[src/sv/anf_pkg.sv]
// Shared types and constants for the advertising-data local-name filter.
package anf_pkg;

  localparam int NAME_MAX = 16;
  localparam int TLEN_W   = 5;
  localparam int OFF_W    = 5;
  localparam int ADDR_W   = 6;
  localparam int DATA_W   = 64;

  localparam logic [2:0] REG_TLEN     = 3'd0;
  localparam logic [2:0] REG_NAME_LO  = 3'd1;
  localparam logic [2:0] REG_NAME_HI  = 3'd2;
  localparam logic [2:0] REG_CPL_TYPE = 3'd3;
  localparam logic [2:0] REG_SHT_TYPE = 3'd4;

  localparam logic [1:0] SRC_NONE     = 2'd0;
  localparam logic [1:0] SRC_COMPLETE = 2'd1;
  localparam logic [1:0] SRC_SHORT    = 2'd2;

  typedef enum logic [1:0] {
    PH_LEN,
    PH_TYPE,
    PH_DATA
  } phase_t;

  typedef enum logic [1:0] {
    KIND_NONE,
    KIND_COMPLETE,
    KIND_SHORT
  } kind_t;

  typedef struct packed {
    logic [7:0] payload_byte;
    logic       end_of_payload;
  } anf_in_t;

  typedef struct packed {
    logic       name_match;
    logic [1:0] name_source;
    logic       malformed;
  } anf_out_t;

  typedef struct packed {
    logic [TLEN_W-1:0] name_len;
    logic [63:0]       name_lo;
    logic [63:0]       name_hi;
    logic [7:0]        cpl_type;
    logic [7:0]        sht_type;
  } anf_cfg_t;

  typedef struct packed {
    logic     load;
    anf_out_t data;
  } anf_res_t;

endpackage

[src/sv/anf_cfg.sv]
// APB register file holding the target name and name type codes.
module anf_cfg import anf_pkg::*; (
  input  logic              clk,
  input  logic              rst_n,
  input  logic              psel,
  input  logic              penable,
  input  logic              pwrite,
  input  logic [ADDR_W-1:0] paddr,
  input  logic [DATA_W-1:0] pwdata,
  output logic [DATA_W-1:0] prdata,
  output logic              pready,
  output anf_cfg_t          cfg
);

  anf_cfg_t   cfg_r;
  logic       wr_en;
  logic [2:0] reg_idx;

  assign pready  = 1'b1;
  assign wr_en   = psel && penable && pwrite;
  assign reg_idx = paddr[ADDR_W-1:3];
  assign cfg     = cfg_r;

  always_ff @(posedge clk) begin
    if (!rst_n) begin
      cfg_r.name_len <= '0;
      cfg_r.name_lo  <= '0;
      cfg_r.name_hi  <= '0;
      cfg_r.cpl_type <= 8'd9;
      cfg_r.sht_type <= 8'd8;
    end else if (wr_en) begin
      unique case (reg_idx)
        REG_TLEN:     cfg_r.name_len <= pwdata[TLEN_W-1:0];
        REG_NAME_LO:  cfg_r.name_lo  <= pwdata;
        REG_NAME_HI:  cfg_r.name_hi  <= pwdata;
        REG_CPL_TYPE: cfg_r.cpl_type <= pwdata[7:0];
        REG_SHT_TYPE: cfg_r.sht_type <= pwdata[7:0];
        default: ;
      endcase
    end
  end

  always_comb begin
    unique case (reg_idx)
      REG_TLEN:     prdata = {{(DATA_W-TLEN_W){1'b0}}, cfg_r.name_len};
      REG_NAME_LO:  prdata = cfg_r.name_lo;
      REG_NAME_HI:  prdata = cfg_r.name_hi;
      REG_CPL_TYPE: prdata = {{(DATA_W-8){1'b0}}, cfg_r.cpl_type};
      REG_SHT_TYPE: prdata = {{(DATA_W-8){1'b0}}, cfg_r.sht_type};
      default:      prdata = '0;
    endcase
  end

endmodule

[src/sv/anf_parse.sv]
// Input register and per-byte length-type-data parser with name compare.
module anf_parse import anf_pkg::*; (
  input  logic     clk,
  input  logic     rst_n,
  input  logic     in_valid,
  output logic     in_stall,
  input  anf_in_t  in_data,
  input  anf_cfg_t cfg,
  input  logic     slot_free,
  output anf_res_t res
);

  logic             in_vld_r;
  anf_in_t          in_item_r;
  logic             go;

  phase_t           phase_r, phase_nxt;
  logic [7:0]       left_r, left_nxt;
  kind_t            kind_r, kind_nxt;
  logic [OFF_W-1:0] off_r, off_nxt;
  logic             run_r, run_nxt;
  logic             cseen_r, cseen_nxt;
  logic             cmat_r, cmat_nxt;
  logic             sseen_r, sseen_nxt;
  logic             smat_r, smat_nxt;
  logic             stop_r, stop_nxt;

  logic [15:0][7:0]  tgt;
  logic [TLEN_W-1:0] tlen;
  logic [7:0]        b;
  logic              end_cs, end_cm, end_ss, end_sm;

  assign go       = in_vld_r && (!in_item_r.end_of_payload || slot_free);
  assign in_stall = in_vld_r && !go;
  assign tgt      = {cfg.name_hi, cfg.name_lo};
  assign tlen     = (cfg.name_len > TLEN_W'(NAME_MAX)) ? TLEN_W'(NAME_MAX) : cfg.name_len;
  assign b        = in_item_r.payload_byte;

  always_ff @(posedge clk) begin
    if (!rst_n) begin
      in_vld_r <= 1'b0;
    end else if (in_valid && !in_stall) begin
      in_vld_r <= 1'b1;
    end else if (go) begin
      in_vld_r <= 1'b0;
    end
  end

  always_ff @(posedge clk) begin
    if (in_valid && !in_stall) begin
      in_item_r <= in_data;
    end
  end

  // next parse state for the byte in the input register
  always_comb begin
    phase_nxt = phase_r;
    left_nxt  = left_r;
    kind_nxt  = kind_r;
    off_nxt   = off_r;
    run_nxt   = run_r;
    cseen_nxt = cseen_r;
    cmat_nxt  = cmat_r;
    sseen_nxt = sseen_r;
    smat_nxt  = smat_r;
    stop_nxt  = stop_r;
    if (!stop_r) begin
      unique case (phase_r)
        PH_TYPE: begin
          left_nxt = left_r - 8'd1;
          if (b == cfg.cpl_type && !cseen_r) begin
            kind_nxt = KIND_COMPLETE;
          end else if (b == cfg.sht_type && !sseen_r) begin
            kind_nxt = KIND_SHORT;
          end else begin
            kind_nxt = KIND_NONE;
          end
          off_nxt = '0;
          run_nxt = 1'b1;
          if (left_nxt == 8'd0) begin
            if (kind_nxt == KIND_COMPLETE) begin
              cseen_nxt = 1'b1;
              cmat_nxt  = 1'b1;
            end else if (kind_nxt == KIND_SHORT) begin
              sseen_nxt = 1'b1;
              smat_nxt  = 1'b1;
            end
            kind_nxt  = KIND_NONE;
            phase_nxt = PH_LEN;
          end else begin
            phase_nxt = PH_DATA;
          end
        end
        PH_DATA: begin
          if (kind_r != KIND_NONE) begin
            if (off_r >= tlen || b != tgt[off_r[3:0]]) begin
              run_nxt = 1'b0;
            end
            if (off_r < OFF_W'(NAME_MAX)) begin
              off_nxt = off_r + OFF_W'(1);
            end
          end
          left_nxt = left_r - 8'd1;
          if (left_nxt == 8'd0) begin
            if (kind_r == KIND_COMPLETE) begin
              cseen_nxt = 1'b1;
              cmat_nxt  = run_nxt;
            end else if (kind_r == KIND_SHORT) begin
              sseen_nxt = 1'b1;
              smat_nxt  = run_nxt;
            end
            kind_nxt  = KIND_NONE;
            phase_nxt = PH_LEN;
          end
        end
        default: begin
          if (b == 8'd0) begin
            stop_nxt = 1'b1;
          end else begin
            left_nxt  = b;
            phase_nxt = PH_TYPE;
          end
        end
      endcase
    end
  end

  // result for the last byte of a payload
  always_comb begin
    end_cs = cseen_nxt;
    end_cm = cmat_nxt;
    end_ss = sseen_nxt;
    end_sm = smat_nxt;
    if (!stop_nxt && phase_nxt == PH_DATA) begin
      if (kind_nxt == KIND_COMPLETE) begin
        end_cs = 1'b1;
        end_cm = 1'b0;
      end else if (kind_nxt == KIND_SHORT) begin
        end_ss = 1'b1;
        end_sm = 1'b0;
      end
    end
    res.load           = go && in_item_r.end_of_payload;
    res.data.malformed = !stop_nxt && phase_nxt != PH_LEN;
    if (end_cs) begin
      res.data.name_source = SRC_COMPLETE;
      res.data.name_match  = end_cm;
    end else if (end_ss) begin
      res.data.name_source = SRC_SHORT;
      res.data.name_match  = end_sm;
    end else begin
      res.data.name_source = SRC_NONE;
      res.data.name_match  = 1'b0;
    end
  end

  always_ff @(posedge clk) begin
    if (!rst_n || (go && in_item_r.end_of_payload)) begin
      phase_r <= PH_LEN;
      left_r  <= '0;
      kind_r  <= KIND_NONE;
      off_r   <= '0;
      run_r   <= 1'b1;
      cseen_r <= 1'b0;
      cmat_r  <= 1'b0;
      sseen_r <= 1'b0;
      smat_r  <= 1'b0;
      stop_r  <= 1'b0;
    end else if (go) begin
      phase_r <= phase_nxt;
      left_r  <= left_nxt;
      kind_r  <= kind_nxt;
      off_r   <= off_nxt;
      run_r   <= run_nxt;
      cseen_r <= cseen_nxt;
      cmat_r  <= cmat_nxt;
      sseen_r <= sseen_nxt;
      smat_r  <= smat_nxt;
      stop_r  <= stop_nxt;
    end
  end

endmodule

[src/sv/anf_out.sv]
// Result register between the parser and the result channel.
module anf_out import anf_pkg::*; (
  input  logic     clk,
  input  logic     rst_n,
  input  anf_res_t res,
  output logic     slot_free,
  output logic     out_valid,
  input  logic     out_stall,
  output anf_out_t out_data
);

  logic     out_valid_r;
  anf_out_t out_data_r;

  assign slot_free = !out_valid_r || !out_stall;
  assign out_valid = out_valid_r;
  assign out_data  = out_data_r;

  always_ff @(posedge clk) begin
    if (!rst_n) begin
      out_valid_r <= 1'b0;
    end else if (res.load) begin
      out_valid_r <= 1'b1;
    end else if (!out_stall) begin
      out_valid_r <= 1'b0;
    end
  end

  always_ff @(posedge clk) begin
    if (res.load) begin
      out_data_r <= res.data;
    end
  end

endmodule

[src/sv/adv_data_name_filter_top.sv]
// Top level of the advertising-data local-name filter.
// Takes one advertising payload byte per item, one item per cycle, and gives one
// result on the item marked end_of_payload: name match, name source (complete
// name over short name) and a malformed flag. Each byte passes from an input
// register through combinational parse and compare logic, and the last byte's
// result is registered; the pipe stalls only while a finished result waits.
// Registers sit on APB at byte address 8*index, 64-bit data.
module adv_data_name_filter_top import anf_pkg::*; (
  input  logic              clk,
  input  logic              rst_n,
  input  logic              in_valid,
  output logic              in_stall,
  input  anf_in_t           in_data,
  output logic              out_valid,
  input  logic              out_stall,
  output anf_out_t          out_data,
  input  logic              psel,
  input  logic              penable,
  input  logic              pwrite,
  input  logic [ADDR_W-1:0] paddr,
  input  logic [DATA_W-1:0] pwdata,
  output logic [DATA_W-1:0] prdata,
  output logic              pready
);

  anf_cfg_t cfg;
  anf_res_t res;
  logic     slot_free;

  anf_cfg u_cfg (
    .clk     (clk),
    .rst_n   (rst_n),
    .psel    (psel),
    .penable (penable),
    .pwrite  (pwrite),
    .paddr   (paddr),
    .pwdata  (pwdata),
    .prdata  (prdata),
    .pready  (pready),
    .cfg     (cfg)
  );

  anf_parse u_parse (
    .clk       (clk),
    .rst_n     (rst_n),
    .in_valid  (in_valid),
    .in_stall  (in_stall),
    .in_data   (in_data),
    .cfg       (cfg),
    .slot_free (slot_free),
    .res       (res)
  );

  anf_out u_out (
    .clk       (clk),
    .rst_n     (rst_n),
    .res       (res),
    .slot_free (slot_free),
    .out_valid (out_valid),
    .out_stall (out_stall),
    .out_data  (out_data)
  );

endmodule
[config.mk]
export PLATFORM = sky130hd
export DESIGN_NAME = adv_data_name_filter_top
export DESIGN_NICKNAME = d
export VERILOG_FILES = /design/src/sv/anf_pkg.sv /design/src/sv/anf_cfg.sv /design/src/sv/anf_parse.sv /design/src/sv/anf_out.sv /design/src/sv/adv_data_name_filter_top.sv
export SDC_FILE = /design/constraint.sdc
export NUM_CORES = 1
export LEC_CHECK = 0
export ABC_CLOCK_PERIOD_IN_PS = 5100
export BUFFER_PORTS_ARGS = -buffer_cell sky130_fd_sc_hd__buf_4
export CORE_UTILIZATION = 64
export CTS_BUF_LIST = sky130_fd_sc_hd__clkbuf_8
export DETAILED_ROUTE_END_ITERATION = 16
export PLACE_DENSITY = 0.93
export SLEW_MARGIN = 0
export SYNTH_ARGS = -nofsm -noshare
export SYNTH_HDL_FRONTEND = slang
export SYNTH_SLANG_ARGS = --single-unit
[constraint.sdc]
create_clock -name clk -period 5.1 [get_ports clk]
set_input_delay 0.51 -clock clk [delete_from_list [all_inputs] [get_ports clk]]
set_output_delay 0.51 -clock clk [all_outputs]
set_load 0.05 [all_outputs]
==> summary.txt <==
Synth
  • Mapped Cells: approximately 1.1k
  • Area leader, netlist: dfxtp_1
  • Syn nets: ~1.2k
  • Share of Yosys cell area claimed by the top area cell type: 0.353
  • Synth top area cells: dfxtp_1 35%, nand2_1 11%, a21boi_0 9.8%
  • Syn Area/Cell: roughly 9 um^2
  • Unique masters post-synth: 73
  • Post-Syn Area: slightly below 0.01 mm^2
  • Post-synth ARST share: 0
  • Most instantiated library cell after synthesis: nand2_1
  • Register area share after synthesis: 0.392
  • Flops & latches, synth: around 190
  • Synth cell count leaders: 289 x nand2_1, 174 x dfxtp_1, 129 x a21boi_0
  • Number of synthesized flops with an enable pin: 13
  • Warnings from Yosys: 0
  • Synth Flop Type: dfxtp_1

Worst setup path
  • Data arrival, critical path: 2.82 ns
  • Crit-path cells: buf_4, nor2b_1, nor2b_4, buf_4, a22oi_1, nand2_1, buf_4
  • Top delay family on crit path: simple AND/OR/NAND/NOR gates
  • CP peak stage delay: 0.56 ns
  • CP max-delay cell: buf_4
  • Most Frequent Cell on Critical Path: buf_4
  • Worst R2R Setup Slack: 1.93 ns
  • Bufs and invs on worst path: 3
  • Worst setup EP type: output pin
  • Critical Path Source Type: input port
  • Reg2Reg Capture Point: u_out.out_data[3]
  • Reg-to-Reg Start: u_parse.off_r[1]
  • Worst EP required: roughly 4.6 ns
  • Crit. Startpoint: paddr[3]
  • Critical path class: in -> out
  • Reg2reg path depth: 7
  • Critical path fanouts, max: between 40 and 50

Timing
  • Min Tclk post-route: between 3 and 4 ns
  • F_max: between 300 and 400 MHz
  • Max-slew violations: 0
  • Worst slew pin tran: between 1 and 1.5 ns
  • Final period utilization: 0.653
  • Worst slew margin: 0.265
  • Setup TNS: 0 ns
  • # setup viols final: 0
  • Worst Skew: 0.00913 ns
  • RSZ-0062 raised after global routing: false
  • Final hold vios: 0

Route
  • Pre-Repair DR Iteration Count: 5
  • # DRC: 0
  • Via density per instance: 6.56
  • Routed Antenna Nets: 0
  • DRT iter0 DRCs: approximately 1.1k
  • Wire per inst: around 21 um
  • Final wirelength: roughly 29 mm
  • Via Count: ~9.1k

Pwr
  • VDD IR-drop max: between 0.0002 and 0.00025 V
  • P_int: 0.00209 W
  • Final Power: between 0.002 and 0.003 W
  • Gate power share: 0.090
  • Leakage Power: a little over 4 nW
  • Sw power: about 0.00072 W
  • Clock power frac: 0.369
  • P per Cell Area: 248 mW/mm^2
  • Share of power burned in registers: 0.541
  • Sw frac: 0.257

Job
  • MaxCap Viol Count: 0

Cells and area
  • Final net count: approximately 1.3k
  • N_diodes: 0
  • Area Overhead vs Synth: 14.9%
  • Share of layout cells above drive strength 1: 0.208

Global routing
  • First-pass GRT wire length: 45.8 mm
  • Grt total ovfl: 0
  • Number of global-route vias before repair: between 8k and 9k
  • Initial antenna violation count: 0
  • Global-route usage over all layers: 0.373
  • Largest net degree at the start of global routing: between 100 and 150

Die
  • Die area: 0.0159 mm^2
  • Number of core rows: 45
  • Die X: 126 um
  • Total core area: 0.0151 mm^2
  • I/O pins: ~160
  • DIE HEIGHT: 126 um
  • Starting density of the core: 0.652

CTS
  • H-tree levels: 4
  • Bufs on Longest Clock Path: 2
  • Post-cts resize count: 0
  • Clk sinks: ~190
  • Clock Pin Slew Worst Setup and Hold Paths: 0.09 ns
  • CTS tree: yes
  • Clock root buffer: clkbuf_8
  • CTS Hold Bufs: 0
  • CTS buffer count: 17
  • Post-CTS Setup Inserts: 0
  • Clk_lat worst skew: approximately 0.48 ns

Hold path
  • HP Class: in -> reg
  • Worst Hold End: u_parse.b[6]
  • Worst Hold Path Cells: 1
  • Hold Crit Start: in_data[7]

Status
  • Status: finished, final reports clean

Placed design
  • Hpwl dp: 19.6 mm
  • Input/output buffers: 152
  • Gp weighted congestion: ~0.94
## layout make-up
cell class,count,area [um^2]
multi-input cells,809,5570
fillers,1031,3810
clock inverters,13,165
clock buffers,17,234
flip-flops and latches,187,3870
repair buffers,161,1210
inverters,13,48.8
well taps,188,235
## kinds of logic after synthesis
kind of cell	after synthesis	share of synthesized area
and+or+nand+nor	402	0.179
AOI/OAI and AO/OA	287	0.222
DFF	187	0.392
buffers and inverters	102	0.0451
muxes	78	0.122
xor gates and xnor gates	31	0.0275
adders and majority gates	10	0.0127
other	1	0.000380
## through the flow
step / util / instance area [um^2] / cells / worst slack, ns / hold slack [ns]
2_1_floorplan: - / 9870 / 1098 / 2.23 / 0.449
3_3_place_gp: 0.722 / 10900 / 1358 / 1.90 / 0.463
3_5_place_dp: 0.722 / 10900 / 1358 / 1.87 / 0.472
4_1_cts: 0.749 / 11300 / 1388 / 1.88 / 0.191
5_1_grt: 0.749 / 11300 / 1388 / 1.68 / 0.185
6_report: 0.749 / 11300 / 1388 / 1.77 / 0.203
## flip-flops by register name, indices dropped and copies added, names as in the netlist
register           flops
u_cfg.cfg            149
u_out.out_data         4
u_out.out_valid        1
u_parse.b              8
u_parse.cmat_r         1
u_parse.cseen_r        1
u_parse.in_item_r      1
u_parse.in_vld_r       1
u_parse.kind_r         2
u_parse.left_r         8
u_parse.off_r          5
u_parse.phase_r        2
u_parse.run_r          1
u_parse.smat_r         1
u_parse.sseen_r        1
u_parse.stop_r         1
## routing by layer
| layer | vias up | wire, um | global-route usage |
|---|---|---|---|
| met5 | - | 0 | 0 |
| met4 | 0 | 1910 | 0.246 |
| met3 | 153 | 2720 | 0.0854 |
| met2 | 582 | 13700 | 0.587 |
| met1 | 4312 | 10800 | 0.460 |
| li1 | 4056 | - | - |
## cell usage in the layout, fill, tap and decap left out, types with 7 or more instances in the layout
cell,count
buf_4,161
ha_1,10
a22oi_1,18
mux4_2,29
a22o_1,57
dfxtp_1,173
xnor2_1,18
nor2b_1,24
a21oi_1,20
nand2_1,287
nor2_1,34
o21ai_0,13
a21boi_0,129
xor2_1,13
edfxtp_1,13
clkbuf_8,17
mux2i_1,40
nor3_1,8
o22ai_1,7
inv_1,12
## power by group through the flow
stage	clock [W]	sequential, W	combinational (W)
after floorplan	0	0.00154	0.000150
after global placement	0	0.00155	0.000240
after detailed placement	0	0.00155	0.000245
after CTS	0.00104	0.00152	0.000247
after global routing	0.00111	0.00152	0.000268
final	0.00104	0.00152	0.000252
## worst max-delay path by stage
stage                     depth (start not counted)    endpoint
after global routing                              7   prdata[7]
after detailed placement                          7   prdata[7]
after floorplan                                   8  prdata[46]
final                                             7   prdata[7]
after CTS                                         7   prdata[7]
after global placement                            7   prdata[7]
Note: power is estimated with default switching activity, not from simulation.
